==> src/rtl/core/dsc_pkg.sv <==
// Shared types, constants and register codes of the depth sphere crop block.
package dsc_pkg;

    // Frame size limits.
    localparam int DSC_MAX_ROWS = 512;
    localparam int DSC_MAX_COLS = 512;

    // Configuration register indexes.
    localparam logic [1:0] CFG_FRAME_ROWS = 2'd0;
    localparam logic [1:0] CFG_FRAME_COLS = 2'd1;
    localparam logic [1:0] CFG_NOSE_DEPTH = 2'd2;

    localparam int CFG_IDX_W  = 2;
    localparam int CFG_DATA_W = 17;

    // Register reset values.
    localparam logic [9:0]  ROWS_RESET = 10'd424;
    localparam logic [9:0]  COLS_RESET = 10'd512;
    localparam logic [16:0] NOSE_UNKNOWN = 17'h1FFFF;

    // Radius arithmetic: the radius is RADIUS_NUM / nose depth.
    localparam logic [15:0] RADIUS_NUM = 16'd42000;
    localparam logic [31:0] BASE_RSQ   = 32'd4900;
    localparam logic [31:0] SAT_RSQ    = 32'hFFFF_FFFF;
    localparam logic [18:0] FACE_MIN   = 19'd100;

    // Controller states.
    typedef enum logic [3:0] {
        ST_IDLE,
        ST_DIV,
        ST_RSQ,
        ST_RLD,
        ST_SQ0,
        ST_SQ1,
        ST_SQ2,
        ST_SQ3,
        ST_FIN
    } t_state;

    // Operand selection of the shared squarer.
    typedef enum logic [1:0] {
        MUL_DR,
        MUL_DC,
        MUL_DZ,
        MUL_QUOT
    } t_mul_sel;

    // Commands from the controller to the datapath.
    typedef struct packed {
        logic     load_in;
        logic     rad_base;
        logic     rad_sat;
        logic     div_start;
        t_mul_sel mul_sel;
        logic     rad_load;
        logic     acc_first;
        logic     acc_add;
        logic     finish;
    } t_dp_cmd;

    // Status from the datapath to the controller.
    typedef struct packed {
        logic frame_start;
        logic nose_unknown;
        logic nose_zero;
        logic div_done;
        logic out_free;
    } t_dp_stat;

endpackage

==> src/rtl/core/depth_sphere_crop_unit.sv <==
// Top level of the depth sphere crop block: controller and datapath.
// A pixel is taken only while the controller is idle, so a new pixel waits until the last one's result is
// registered; the pace is set by the single shared squarer that forms the three squared offsets in turn.
// The first pixel of a frame with a known, nonzero nose depth first runs the bit-serial radius
// divider and one more squaring; a full, stalled result register waits.
// Synchronous active-low reset: register defaults, radius squared 4900, position zero, no result.
module depth_sphere_crop_unit
    import dsc_pkg::*;
#(
    parameter int MAX_ROWS = DSC_MAX_ROWS,
    parameter int MAX_COLS = DSC_MAX_COLS
) (
    input  logic                  i_clk,
    input  logic                  i_rst_n,
    input  logic                  i_cfg_valid,
    output logic                  o_cfg_ready,
    input  logic [CFG_IDX_W-1:0]  i_cfg_index,
    input  logic [CFG_DATA_W-1:0] i_cfg_data,
    input  logic                  i_in_valid,
    output logic                  o_in_stall,
    input  logic [15:0]           i_depth,
    output logic                  o_out_valid,
    input  logic                  i_out_stall,
    output logic [15:0]           o_depth_out,
    output logic                  o_kept,
    output logic                  o_frame_end,
    output logic [18:0]           o_kept_total,
    output logic                  o_face_found
);

    t_dp_cmd  cmd;
    t_dp_stat stat;

    // Configuration writes are always taken.
    assign o_cfg_ready = 1'b1;

    dsc_ctrl u_ctrl (
        .i_clk      (i_clk),
        .i_rst_n    (i_rst_n),
        .i_in_valid (i_in_valid),
        .i_stat     (stat),
        .o_in_stall (o_in_stall),
        .o_cmd      (cmd)
    );

    dsc_dp #(
        .MAX_ROWS (MAX_ROWS),
        .MAX_COLS (MAX_COLS)
    ) u_dp (
        .i_clk        (i_clk),
        .i_rst_n      (i_rst_n),
        .i_cfg_we     (i_cfg_valid),
        .i_cfg_index  (i_cfg_index),
        .i_cfg_data   (i_cfg_data),
        .i_depth      (i_depth),
        .i_out_stall  (i_out_stall),
        .i_cmd        (cmd),
        .o_stat       (stat),
        .o_out_valid  (o_out_valid),
        .o_depth_out  (o_depth_out),
        .o_kept       (o_kept),
        .o_frame_end  (o_frame_end),
        .o_kept_total (o_kept_total),
        .o_face_found (o_face_found)
    );

endmodule

==> src/rtl/core/dsc_div.sv <==
// Restoring divider that works out the crop radius one quotient bit per cycle.
module dsc_div
    import dsc_pkg::*;
(
    input  logic        i_clk,
    input  logic        i_rst_n,
    input  logic        i_start,
    input  logic [16:0] i_divisor,
    output logic [15:0] o_quot,
    output logic        o_done
);

    logic        r_busy, n_busy;
    logic [3:0]  r_cnt, n_cnt;
    logic [16:0] r_rem, n_rem;
    logic [15:0] r_quot, n_quot;
    logic [17:0] rem_sh;
    logic [17:0] diff;

    // One shift and trial subtract per cycle.
    always_comb begin
        rem_sh = {r_rem, r_quot[15]};
        diff   = rem_sh - {1'b0, i_divisor};
        n_busy = r_busy;
        n_cnt  = r_cnt;
        n_rem  = r_rem;
        n_quot = r_quot;
        o_done = 1'b0;
        if (i_start) begin
            n_busy = 1'b1;
            n_cnt  = '0;
            n_rem  = '0;
            n_quot = RADIUS_NUM;
        end else if (r_busy) begin
            if (!diff[17]) begin
                n_rem  = diff[16:0];
                n_quot = {r_quot[14:0], 1'b1};
            end else begin
                n_rem  = rem_sh[16:0];
                n_quot = {r_quot[14:0], 1'b0};
            end
            n_cnt = r_cnt + 4'd1;
            if (r_cnt == 4'd15) begin
                n_busy = 1'b0;
                o_done = 1'b1;
            end
        end
    end

    // Control state is reset; the working registers are not.
    always_ff @(posedge i_clk) begin
        if (!i_rst_n) begin
            r_busy <= 1'b0;
            r_cnt  <= '0;
        end else begin
            r_busy <= n_busy;
            r_cnt  <= n_cnt;
        end
    end

    always_ff @(posedge i_clk) begin
        r_rem  <= n_rem;
        r_quot <= n_quot;
    end

    assign o_quot = r_quot;

endmodule

==> src/rtl/core/dsc_ctrl.sv <==
// Controller state machine that sequences the radius work at frame start and the distance work for each beat.
module dsc_ctrl
    import dsc_pkg::*;
(
    input  logic     i_clk,
    input  logic     i_rst_n,
    input  logic     i_in_valid,
    input  t_dp_stat i_stat,
    output logic     o_in_stall,
    output t_dp_cmd  o_cmd
);

    t_state r_state, n_state;

    // State register.
    always_ff @(posedge i_clk) begin
        if (!i_rst_n) begin
            r_state <= ST_IDLE;
        end else begin
            r_state <= n_state;
        end
    end

    // Next state.
    always_comb begin
        n_state = r_state;
        case (r_state)
            ST_IDLE: begin
                if (i_in_valid) begin
                    if (i_stat.frame_start && !i_stat.nose_unknown && !i_stat.nose_zero) begin
                        n_state = ST_DIV;
                    end else begin
                        n_state = ST_SQ0;
                    end
                end
            end
            ST_DIV: begin
                if (i_stat.div_done) begin
                    n_state = ST_RSQ;
                end
            end
            ST_RSQ:  n_state = ST_RLD;
            ST_RLD:  n_state = ST_SQ0;
            ST_SQ0:  n_state = ST_SQ1;
            ST_SQ1:  n_state = ST_SQ2;
            ST_SQ2:  n_state = ST_SQ3;
            ST_SQ3:  n_state = ST_FIN;
            ST_FIN: begin
                if (i_stat.out_free) begin
                    n_state = ST_IDLE;
                end
            end
            default: n_state = ST_IDLE;
        endcase
    end

    // Commands for the datapath.
    always_comb begin
        o_in_stall = 1'b1;
        o_cmd      = '0;
        o_cmd.mul_sel = MUL_DR;
        case (r_state)
            ST_IDLE: begin
                o_in_stall = 1'b0;
                if (i_in_valid) begin
                    o_cmd.load_in = 1'b1;
                    if (i_stat.frame_start) begin
                        if (i_stat.nose_unknown) begin
                            o_cmd.rad_base = 1'b1;
                        end else if (i_stat.nose_zero) begin
                            o_cmd.rad_sat = 1'b1;
                        end else begin
                            o_cmd.div_start = 1'b1;
                        end
                    end
                end
            end
            ST_RSQ:  o_cmd.mul_sel = MUL_QUOT;
            ST_RLD:  o_cmd.rad_load = 1'b1;
            ST_SQ0:  o_cmd.mul_sel = MUL_DR;
            ST_SQ1: begin
                o_cmd.mul_sel   = MUL_DC;
                o_cmd.acc_first = 1'b1;
            end
            ST_SQ2: begin
                o_cmd.mul_sel = MUL_DZ;
                o_cmd.acc_add = 1'b1;
            end
            ST_SQ3:  o_cmd.acc_add = 1'b1;
            ST_FIN:  o_cmd.finish = i_stat.out_free;
            default: o_cmd = '0;
        endcase
    end

endmodule

==> src/rtl/core/dsc_dp.sv <==
// Datapath: registers, position counters, shared squarer, accumulator and result register.
module dsc_dp
    import dsc_pkg::*;
#(
    parameter int MAX_ROWS = DSC_MAX_ROWS,
    parameter int MAX_COLS = DSC_MAX_COLS
) (
    input  logic                  i_clk,
    input  logic                  i_rst_n,
    input  logic                  i_cfg_we,
    input  logic [CFG_IDX_W-1:0]  i_cfg_index,
    input  logic [CFG_DATA_W-1:0] i_cfg_data,
    input  logic [15:0]           i_depth,
    input  logic                  i_out_stall,
    input  t_dp_cmd               i_cmd,
    output t_dp_stat              o_stat,
    output logic                  o_out_valid,
    output logic [15:0]           o_depth_out,
    output logic                  o_kept,
    output logic                  o_frame_end,
    output logic [18:0]           o_kept_total,
    output logic                  o_face_found
);

    localparam int RW = $clog2(MAX_ROWS);
    localparam int CW = $clog2(MAX_COLS);
    localparam int MW0 = (RW + 2 > 18) ? RW + 2 : 18;
    localparam int MW = (CW + 2 > MW0) ? CW + 2 : MW0;
    localparam int AW = 2 * MW + 2;

    // Configuration registers.
    logic [9:0]  r_frame_rows;
    logic [9:0]  r_frame_cols;
    logic [16:0] r_nose;

    // Frame state.
    logic [RW-1:0] r_row;
    logic [CW-1:0] r_col;
    logic [18:0]   r_kept;
    logic [31:0]   r_rsq;

    // Working registers of one beat.
    logic [15:0]          r_depth;
    logic signed [MW-1:0] r_dr, r_dc, r_dz;
    logic [2*MW-1:0]      r_prod;
    logic [AW-1:0]        r_acc;

    // Result register.
    logic        r_out_valid;
    logic [15:0] r_depth_out;
    logic        r_kept_o;
    logic        r_frame_end;
    logic [18:0] r_kept_total;
    logic        r_face_found;

    logic [RW:0]          rows, row_inc;
    logic [CW:0]          cols, col_inc;
    logic [RW+1:0]        dr_n;
    logic [CW+1:0]        dc_n;
    logic [17:0]          dz_n;
    logic [16:0]          nose_mag;
    logic [15:0]          quot;
    logic signed [MW-1:0] mul_op;
    logic signed [2*MW-1:0] sq;
    logic                 in_sphere;
    logic                 last;
    logic [18:0]          kept_new;

    // Frame size clamped to 1..MAX.
    always_comb begin
        if (32'(r_frame_rows) > MAX_ROWS) begin
            rows = (RW + 1)'(MAX_ROWS);
        end else if (r_frame_rows == 10'd0) begin
            rows = (RW + 1)'(1);
        end else begin
            rows = (RW + 1)'(r_frame_rows);
        end
        if (32'(r_frame_cols) > MAX_COLS) begin
            cols = (CW + 1)'(MAX_COLS);
        end else if (r_frame_cols == 10'd0) begin
            cols = (CW + 1)'(1);
        end else begin
            cols = (CW + 1)'(r_frame_cols);
        end
    end

    // Offsets from the frame center and from the nose depth.
    assign dr_n = {2'b00, r_row} - {2'b00, rows[RW:1]};
    assign dc_n = {2'b00, r_col} - {2'b00, cols[CW:1]};
    assign dz_n = {2'b00, i_depth} - {r_nose[16], r_nose};

    // Magnitude of the nose depth for the radius division.
    assign nose_mag = r_nose[16] ? (~r_nose + 17'd1) : r_nose;

    dsc_div u_div (
        .i_clk     (i_clk),
        .i_rst_n   (i_rst_n),
        .i_start   (i_cmd.div_start),
        .i_divisor (nose_mag),
        .o_quot    (quot),
        .o_done    (o_stat.div_done)
    );

    // Shared squarer with a registered product.
    always_comb begin
        case (i_cmd.mul_sel)
            MUL_DR:   mul_op = r_dr;
            MUL_DC:   mul_op = r_dc;
            MUL_DZ:   mul_op = r_dz;
            MUL_QUOT: mul_op = $signed(MW'(quot));
            default:  mul_op = r_dr;
        endcase
        sq = mul_op * mul_op;
    end

    // Inside test, kept count and raster position advance.
    always_comb begin
        in_sphere = r_acc <= AW'(r_rsq);
        kept_new  = r_kept + {18'd0, in_sphere};
        row_inc   = {1'b0, r_row} + (RW + 1)'(1);
        col_inc   = {1'b0, r_col} + (CW + 1)'(1);
        last      = (col_inc >= cols) && (row_inc >= rows);
    end

    assign o_stat.frame_start  = (r_row == '0) && (r_col == '0);
    assign o_stat.nose_unknown = (r_nose == NOSE_UNKNOWN);
    assign o_stat.nose_zero    = (r_nose == 17'd0);
    assign o_stat.out_free     = !r_out_valid || !i_out_stall;

    // Configuration writes and frame state.
    always_ff @(posedge i_clk) begin
        if (!i_rst_n) begin
            r_frame_rows <= ROWS_RESET;
            r_frame_cols <= COLS_RESET;
            r_nose       <= NOSE_UNKNOWN;
            r_row        <= '0;
            r_col        <= '0;
            r_kept       <= '0;
            r_rsq        <= BASE_RSQ;
            r_out_valid  <= 1'b0;
        end else begin
            if (i_cfg_we) begin
                case (i_cfg_index)
                    CFG_FRAME_ROWS: r_frame_rows <= i_cfg_data[9:0];
                    CFG_FRAME_COLS: r_frame_cols <= i_cfg_data[9:0];
                    CFG_NOSE_DEPTH: r_nose       <= i_cfg_data[16:0];
                    default: ;
                endcase
            end
            if (i_cmd.rad_base) begin
                r_rsq <= BASE_RSQ;
            end else if (i_cmd.rad_sat) begin
                r_rsq <= SAT_RSQ;
            end else if (i_cmd.rad_load) begin
                r_rsq <= r_prod[31:0];
            end
            if (i_cmd.finish) begin
                r_out_valid <= 1'b1;
                if (col_inc >= cols) begin
                    r_col <= '0;
                    if (row_inc >= rows) begin
                        r_row <= '0;
                    end else begin
                        r_row <= row_inc[RW-1:0];
                    end
                end else begin
                    r_col <= col_inc[CW-1:0];
                end
                r_kept <= last ? 19'd0 : kept_new;
            end else if (!i_out_stall) begin
                r_out_valid <= 1'b0;
            end
        end
    end

    // Beat capture, squares, accumulation and result payload.
    always_ff @(posedge i_clk) begin
        if (i_cmd.load_in) begin
            r_depth <= i_depth;
            r_dr    <= MW'($signed(dr_n));
            r_dc    <= MW'($signed(dc_n));
            r_dz    <= MW'($signed(dz_n));
        end
        r_prod <= sq;
        if (i_cmd.acc_first) begin
            r_acc <= AW'(r_prod);
        end else if (i_cmd.acc_add) begin
            r_acc <= r_acc + AW'(r_prod);
        end
        if (i_cmd.finish) begin
            r_depth_out  <= in_sphere ? r_depth : 16'd0;
            r_kept_o     <= in_sphere;
            r_frame_end  <= last;
            r_kept_total <= last ? kept_new : 19'd0;
            r_face_found <= last && (kept_new > FACE_MIN);
        end
    end

    assign o_out_valid  = r_out_valid;
    assign o_depth_out  = r_depth_out;
    assign o_kept       = r_kept_o;
    assign o_frame_end  = r_frame_end;
    assign o_kept_total = r_kept_total;
    assign o_face_found = r_face_found;

endmodule
==> config.mk <==
export PLATFORM = sky130hd
export DESIGN_NAME = depth_sphere_crop_unit
export DESIGN_NICKNAME = d
export VERILOG_FILES = /design/src/rtl/core/dsc_pkg.sv /design/src/rtl/core/depth_sphere_crop_unit.sv /design/src/rtl/core/dsc_div.sv /design/src/rtl/core/dsc_ctrl.sv /design/src/rtl/core/dsc_dp.sv
export SDC_FILE = /design/constraint.sdc
export NUM_CORES = 2
export LEC_CHECK = 0
export BUFFER_PORTS_ARGS = -buffer_cell sky130_fd_sc_hd__clkbuf_2
export CAP_MARGIN = 20
export CELL_PAD_IN_SITES_DETAIL_PLACEMENT = 1
export CELL_PAD_IN_SITES_GLOBAL_PLACEMENT = 1
export CORE_MARGIN = 2
export CORE_UTILIZATION = 50
export CTS_CLUSTER_SIZE = 14
export DETAILED_ROUTE_END_ITERATION = 6
export GPL_TIMING_DRIVEN = 1
export PLACE_DENSITY = 0.92
export SLEW_MARGIN = 25
export SYNTH_ARGS = -nofsm -noshare
export SYNTH_HDL_FRONTEND = slang
export SYNTH_SLANG_ARGS = --single-unit
==> constraint.sdc <==
create_clock -name i_clk -period 8.4 [get_ports i_clk]
set_input_delay 0.42 -clock i_clk [delete_from_list [all_inputs] [get_ports i_clk]]
set_output_delay 0.42 -clock i_clk [all_outputs]
set_load 0.02 [all_outputs]
# After elaboration in Yosys (flattened, before gate mapping)
# Cells that the tools add are included.
dict set report totals {
  out_inout_bits 41
  reg_bits 315
  wordCells 134
  in_bits 40
}
dict set report op_classes {
  n_bitwise 2
  n_addsub 10
  n_eq_ne 19
  n_reduce_logical 29
  mux 41
  n_lt_le_gt_ge 6
  multipliers 1
}
# cell count
set op_table {}
lappend op_table {{36-bit 2-to-1 mux} 2}
lappend op_table {{18-bit case mux with 4 select lines} 1}
lappend op_table {{32-bit 2-to-1 mux} 2}
lappend op_table {{10-bit 2-to-1 mux} 4}
lappend op_table {{38-bit by 36-bit adder with 38-bit output} 1}
lappend op_table {{38-bit by 32-bit less-or-equal comparator with 1-bit output} 1}
lappend op_table {{18-bit by 18-bit multiplier with 36-bit output} 1}
lappend op_table {{4-bit case mux with 9 select lines} 1}
lappend op_table {{17-bit 2-to-1 mux} 2}
lappend op_table {{9-bit by 1-bit adder with 10-bit output, second input constant} 2}
lappend op_table {{10-bit >= comparator} 2}
lappend op_table {{10-bit > comparator, second input constant} 2}
lappend op_table {{10-bit logical NOT} 2}
lappend op_table {{4-bit 2-to-1 mux} 5}
lappend op_table {{9-bit by 9-bit subtractor with 10-bit output} 2}
lappend op_table {{19-bit by 1-bit adder with 19-bit output} 1}
lappend op_table {{19-bit by 7-bit > comparator with 1-bit output, second input constant} 1}
lappend op_table {{19-bit 2-to-1 mux} 1}
lappend op_table {{9-bit logical NOT} 2}
lappend op_table {{9-bit 2-to-1 mux} 2}
lappend op_table {{17-bit by 17-bit subtractor with 18-bit output} 1}
lappend op_table {{18-bit by 17-bit subtractor with 18-bit output} 1}
lappend op_table {{17-bit by 1-bit adder with 17-bit output, second input constant} 1}
lappend op_table {{17-bit equality test, second input constant} 1}
lappend op_table {{26 further kinds} 67}

# Longest topological paths before layout
dict set report logic_depth {
  depth_word 9
  depth_mapped 35
  mapped_depth_nobuf 32
}

# By module
# From an unflattened synthesis, not the netlist that was laid out.
dict set report hier_totals {
  hier_cells 3254
  area_unflattened_um2 29544.6
}
# mod area_per_inst_um2 cells_per_inst seq_area_each_um2 instances
set modules_own_cells {}
lappend modules_own_cells {dsc_dp 26693.1 2913 6726.5 1}
lappend modules_own_cells {dsc_div 2463.6 294 760.7 1}
lappend modules_own_cells {dsc_ctrl 376.6 45 80.1 1}
lappend modules_own_cells {depth_sphere_crop_unit 11.3 2 0.0 1}

# Worst setup path after synthesis
# No wires, ideal clock.
dict set report synth_path {
  path_kind {register to register}
  from {register u_ctrl.r_state[2]}
  to {register u_dp.r_prod[32]}
  setup_ps 72
  arrival_time_ps 7547
  period_less_slack_ps 7619
  setup_slack_ps 781
  stages_incl_launch_ff 33
  required_time_ps 8328
  n_path_buf 4
  cell_sequence {dfxtp_1 clkbuf_1 nand2_1 nor3_1 clkbuf_1 clkbuf_1 nand2_1 and4_1 clkbuf_1 nor2_1 inv_1 fa_1 inv_1 fa_1 inv_1 fa_1 fa_1 inv_1 fa_1 inv_1 fa_1 inv_1 ha_1 a21o_1 a221oi_1 o21ai_0 o2bb2ai_1 a311oi_1 nor3_1 a31oi_1 o21bai_1 a21oi_1 xnor2_1}
}
dict set report synth_via {
  elab_chain_len 5
  word_cells_on_any_way 10
  cone_classes {1 x mul; 6 x eq/ne; 2 x mux; 1 x reduce/logical}
}
# element line_no
set synth_rtl {}
lappend synth_rtl {{start, declared} dsc_ctrl.sv:13} ;# t_state r_state, n_state;
lappend synth_rtl {{start signal, assigned} dsc_ctrl.sv:20} ;# r_state <= n_state;
lappend synth_rtl {{4-bit by 3-bit equality test with 1-bit output / 4-bit by 2-bit equality test with 1-bit output (equally long branches)} dsc_ctrl.sv:62} ;# case (r_state)
lappend synth_rtl {{2-bit case mux with 3 select lines *} dsc_ctrl.sv:62}
lappend synth_rtl {{2-bit equality test (tied with other cells)} dsc_dp.sv:106} ;# case (i_cmd.mul_sel)
lappend synth_rtl {{18-bit case mux with 4 select lines *} dsc_dp.sv:106}
lappend synth_rtl {{18-bit by 18-bit multiplier with 36-bit output *} dsc_dp.sv:113} ;# sq = mul_op * mul_op;
lappend synth_rtl {{via u_dp.sq[32]} dsc_dp.sv:64} ;# logic signed [2*MW-1:0] sq;
lappend synth_rtl {{end signal, assigned} dsc_dp.sv:184} ;# r_prod <= sq;
lappend synth_rtl {{end, declared} dsc_dp.sv:45} ;# logic [2*MW-1:0] r_prod;
# The timed path passes the listed nets; every way through them passes the cells marked *.
# A chain may end at the register's enable or synchronous reset.

# Final worst setup path
dict set report layout_path {
  from {register u_ctrl.r_state[1]}
  to {register u_dp.r_prod[33]}
}
# The elaborated chain is that of the path after synthesis.

==> results.json <==
{
  "outcome": "finished, violations left",
  "violations": "negative setup slack",
  "chipHeight_um": 243,
  "synthArstFlopShare": 0,
  "syn-cell-area_um2": 28600,
  "clk_latency_ns": 0.60,
  "critPathKind": "reg2reg",
  "yosys_warnings": 0,
  "cts_buffers": 35,
  "cts_max_path_buffers": 3,
  "drt_iter0_markers": 2819,
  "hp-class": "in2reg",
  "place.gp.congestion": 0.947,
  "dpl.hpwl_um": 73400,
  "ys_types": 77,
  "worstPathArrival_ns": 9.06,
  "fin_ws_ns": -0.224,
  "dr.pass1.iters": 7,
  "ys_top_cells_by_area": "fa_1, edfxtp_1, dfxtp_1, ha_1, inv_1",
  "whs_ns": 0.0344,
  "cts.sinks": 314,
  "holdBufCountCts": 0,
  "areaGrowthSynthToFinish_pct": 9.63,
  "placeableCoreArea_um2": 56500,
  "gr-usage-met3": 0.0920,
  "io_buffers": 79,
  "rsz0062_at_grt": "yes",
  "synth_top_area_cell": "fa_1",
  "ios": 81,
  "clk_pin_slew_worst_paths_ns": 0.07,
  "grt_util_met2": 0.602,
  "grt_pass1_wl_um": 162000,
  "ant_nets": 0,
  "finalHoldViolCount": 0,
  "totalWireLength_um": 113000,
  "crit_slowest_cell": "fa_1",
  "grt.total_usage": 0.354,
  "synth.avg_cell_area_um2": 9.10,
  "grt-ovfl-total": 0,
  "synth_seq_area_share": 0.264,
  "synth_ff_type": "dfxtp_1",
  "vias": 25900,
  "post-route-min-period_ns": 8.62,
  "fmax_mhz": 116,
  "htreeDepth": 2,
  "finalCritPeriodShare": 1.03,
  "worstSetupEndpointType": "flip-flop",
  "nets": 3826,
  "synth_top_area_share": 0.208,
  "clockRootBuffer": "clkbuf_16",
  "required_ns": 8.83,
  "std_cell_rows": 87,
  "maxCapViolations": 0,
  "maxSlewViolCount": 0,
  "grt-busiest-layer": "met2",
  "cp_top_family": "adder cells",
  "tritoncts": "built",
  "dp_cells": 3936,
  "initial_core_util": 0.507,
  "grt_pass1_vias": 28000,
  "skew_ns": 0.0470,
  "path_max_fanout": 11,
  "finalSetupViolations": 5,
  "ys_ff_latch": 314,
  "maxSlewHeadroom": 0.320,
  "die_x_um": 243,
  "grt_max_degree": 60,
  "met1_usage": 0.373,
  "dp_slack_ns": -0.116,
  "antenna_found_initial": 7,
  "die-area_um2": 59200,
  "crit_path_max_incr_delay_ns": 0.62,
  "synth_edf_count": 128,
  "worstSetupStartpointType": "flip-flop",
  "wire_per_inst_um": 28.2,
  "worstMarginPinSlew_ns": 1.01,
  "yosys-top-cells-count": "inv_1, nand2_1, fa_1",
  "synth.most_common_cell": "inv_1",
  "vias_per_cell": 6.45,
  "drc_errors": 0,
  "fin_cells": 4017,
  "synth_nets": 3742,
  "syn_inst": 3148,
  "critPathBufInv": 9,
  "drive_gt1_frac": 0.0810
}
## worst reg2reg max path, delay by kind of cell, from the launching register on
| kind | cells | cell delay (ns) |
|---|---|---|
| AOI/OAI and AO/OA | 6 | 1.40 |
| xor gates and xnor gates | 1 | 0.16 |
| adders and majority gates | 7 | 3.71 |
| buffers and inverters | 9 | 1.19 |
| DFF | 1 | 0.42 |
| and+or+nand+nor | 7 | 1.57 |
## per-layer routing
layer | share of wire | up-vias
met4 | 0.099 | 8
met5 | 0.00045 | -
met1 | 0.33 | 12700
met2 | 0.47 | 1875
met3 | 0.11 | 842
li1 | - | 10500
## cell families (layout without fill, tap and decap cells)
kind of cell / Yosys count / after routing / synth area share
other: 1 / 3 / 0.000131
adder cells (fa/ha/maj): 554 / 554 / 0.320
AND/OR/NAND/NOR: 923 / 923 / 0.148
buffers and inverters: 636 / 747 / 0.0838
AO/OA/AOI/OAI: 509 / 509 / 0.117
flip-flops: 314 / 314 / 0.264
XOR/XNOR: 166 / 166 / 0.0508
multiplexers: 45 / 45 / 0.0158
## cells in the final DEF (no fill, tap or decap), types with 10 or more instances in the layout
cell / count
nor2b_1: 65
dfxtp_1: 184
a22oi_1: 16
buf_4: 54
nor4_1: 14
xor2_1: 53
and4_1: 10
inv_1: 527
nand3_1: 32
nor2_1: 239
ha_1: 255
o21a_1: 18
nand4_1: 39
o21bai_1: 11
xnor2_1: 113
clkbuf_2: 79
a21oi_1: 126
a211oi_1: 10
nand3b_1: 14
mux2i_1: 44
fa_1: 297
o211ai_1: 35
a21o_1: 59
a21boi_0: 24
edfxtp_1: 128
and3_1: 22
a31oi_1: 39
nand2_1: 376
nor3_1: 24
o21ai_0: 90
nand2b_1: 29
o31ai_1: 11
clkbuf_16: 38
## cell type report
cell class | instances | area [µm²]
Sequential cell | 314 | 7570
Tap cell | 756 | 946
Fill cell | 6462 | 25100
Antenna cell | 2 | 5.00
Timing Repair Buffer | 138 | 873
Clock buffer | 50 | 1020
Clock inverter | 14 | 83.8
Multi-Input combinational cell | 2198 | 18800
Inverter | 545 | 2070
## registers in the layout, summed over array words and instances, names as in the netlist, 10 cells and up
register and cells:
u_dp.o_depth_out 16, u_dp.o_kept_total 19, u_dp.r_acc 38, u_dp.r_dc 10, u_dp.r_depth 16, u_dp.r_dr 10, u_dp.r_dz 18, u_dp.r_frame_cols 10
u_dp.r_frame_rows 10, u_dp.r_kept 19, u_dp.r_nose 17, u_dp.r_prod 35, u_dp.r_rsq 32, u_dp.u_div.o_quot 16, u_dp.u_div.r_rem 17
## worst paths after layout
kind,startpoint,end,slack [ns],cells past startpoint
setup / recovery,u_ctrl.r_state[1]$_SDFFE_PN0P_,u_dp.r_prod[33]$_DFF_P_,-0.22,30
hold / removal,i_depth[14],u_dp.r_depth[14]$_DFFE_PP_,0.03,1
setup reg to reg,u_ctrl.r_state[1]$_SDFFE_PN0P_,u_dp.r_prod[33]$_DFF_P_,-0.22,30
hold reg to reg,u_dp.r_rsq[1]$_SDFFE_PP0P_,u_dp.r_rsq[1]$_SDFFE_PP0P_,0.48,2
## timing repair
action,in CTS,in global routing
endpoints found under the hold margin,0,0
gates cloned,0,2
pin swaps,0,5
endpoints found under the setup margin,7,7
resized for setup,10,30
buffers inserted,0,13
## through the flow
stage | util | TNS [ns] | area, µm²
6_report | 0.556 | -0.638 | 31400
5_1_grt | 0.556 | -1.64 | 31400
4_1_cts | 0.551 | -0.00679 | 31100
3_5_place_dp | 0.531 | -0.193 | 30000
3_3_place_gp | 0.531 | 0 | 30000
2_1_floorplan | - | 0 | 28600
Power is left out: the tool's default activity adds up to more than one toggle a clock period on the data nets, which glitch-free logic cannot reach.
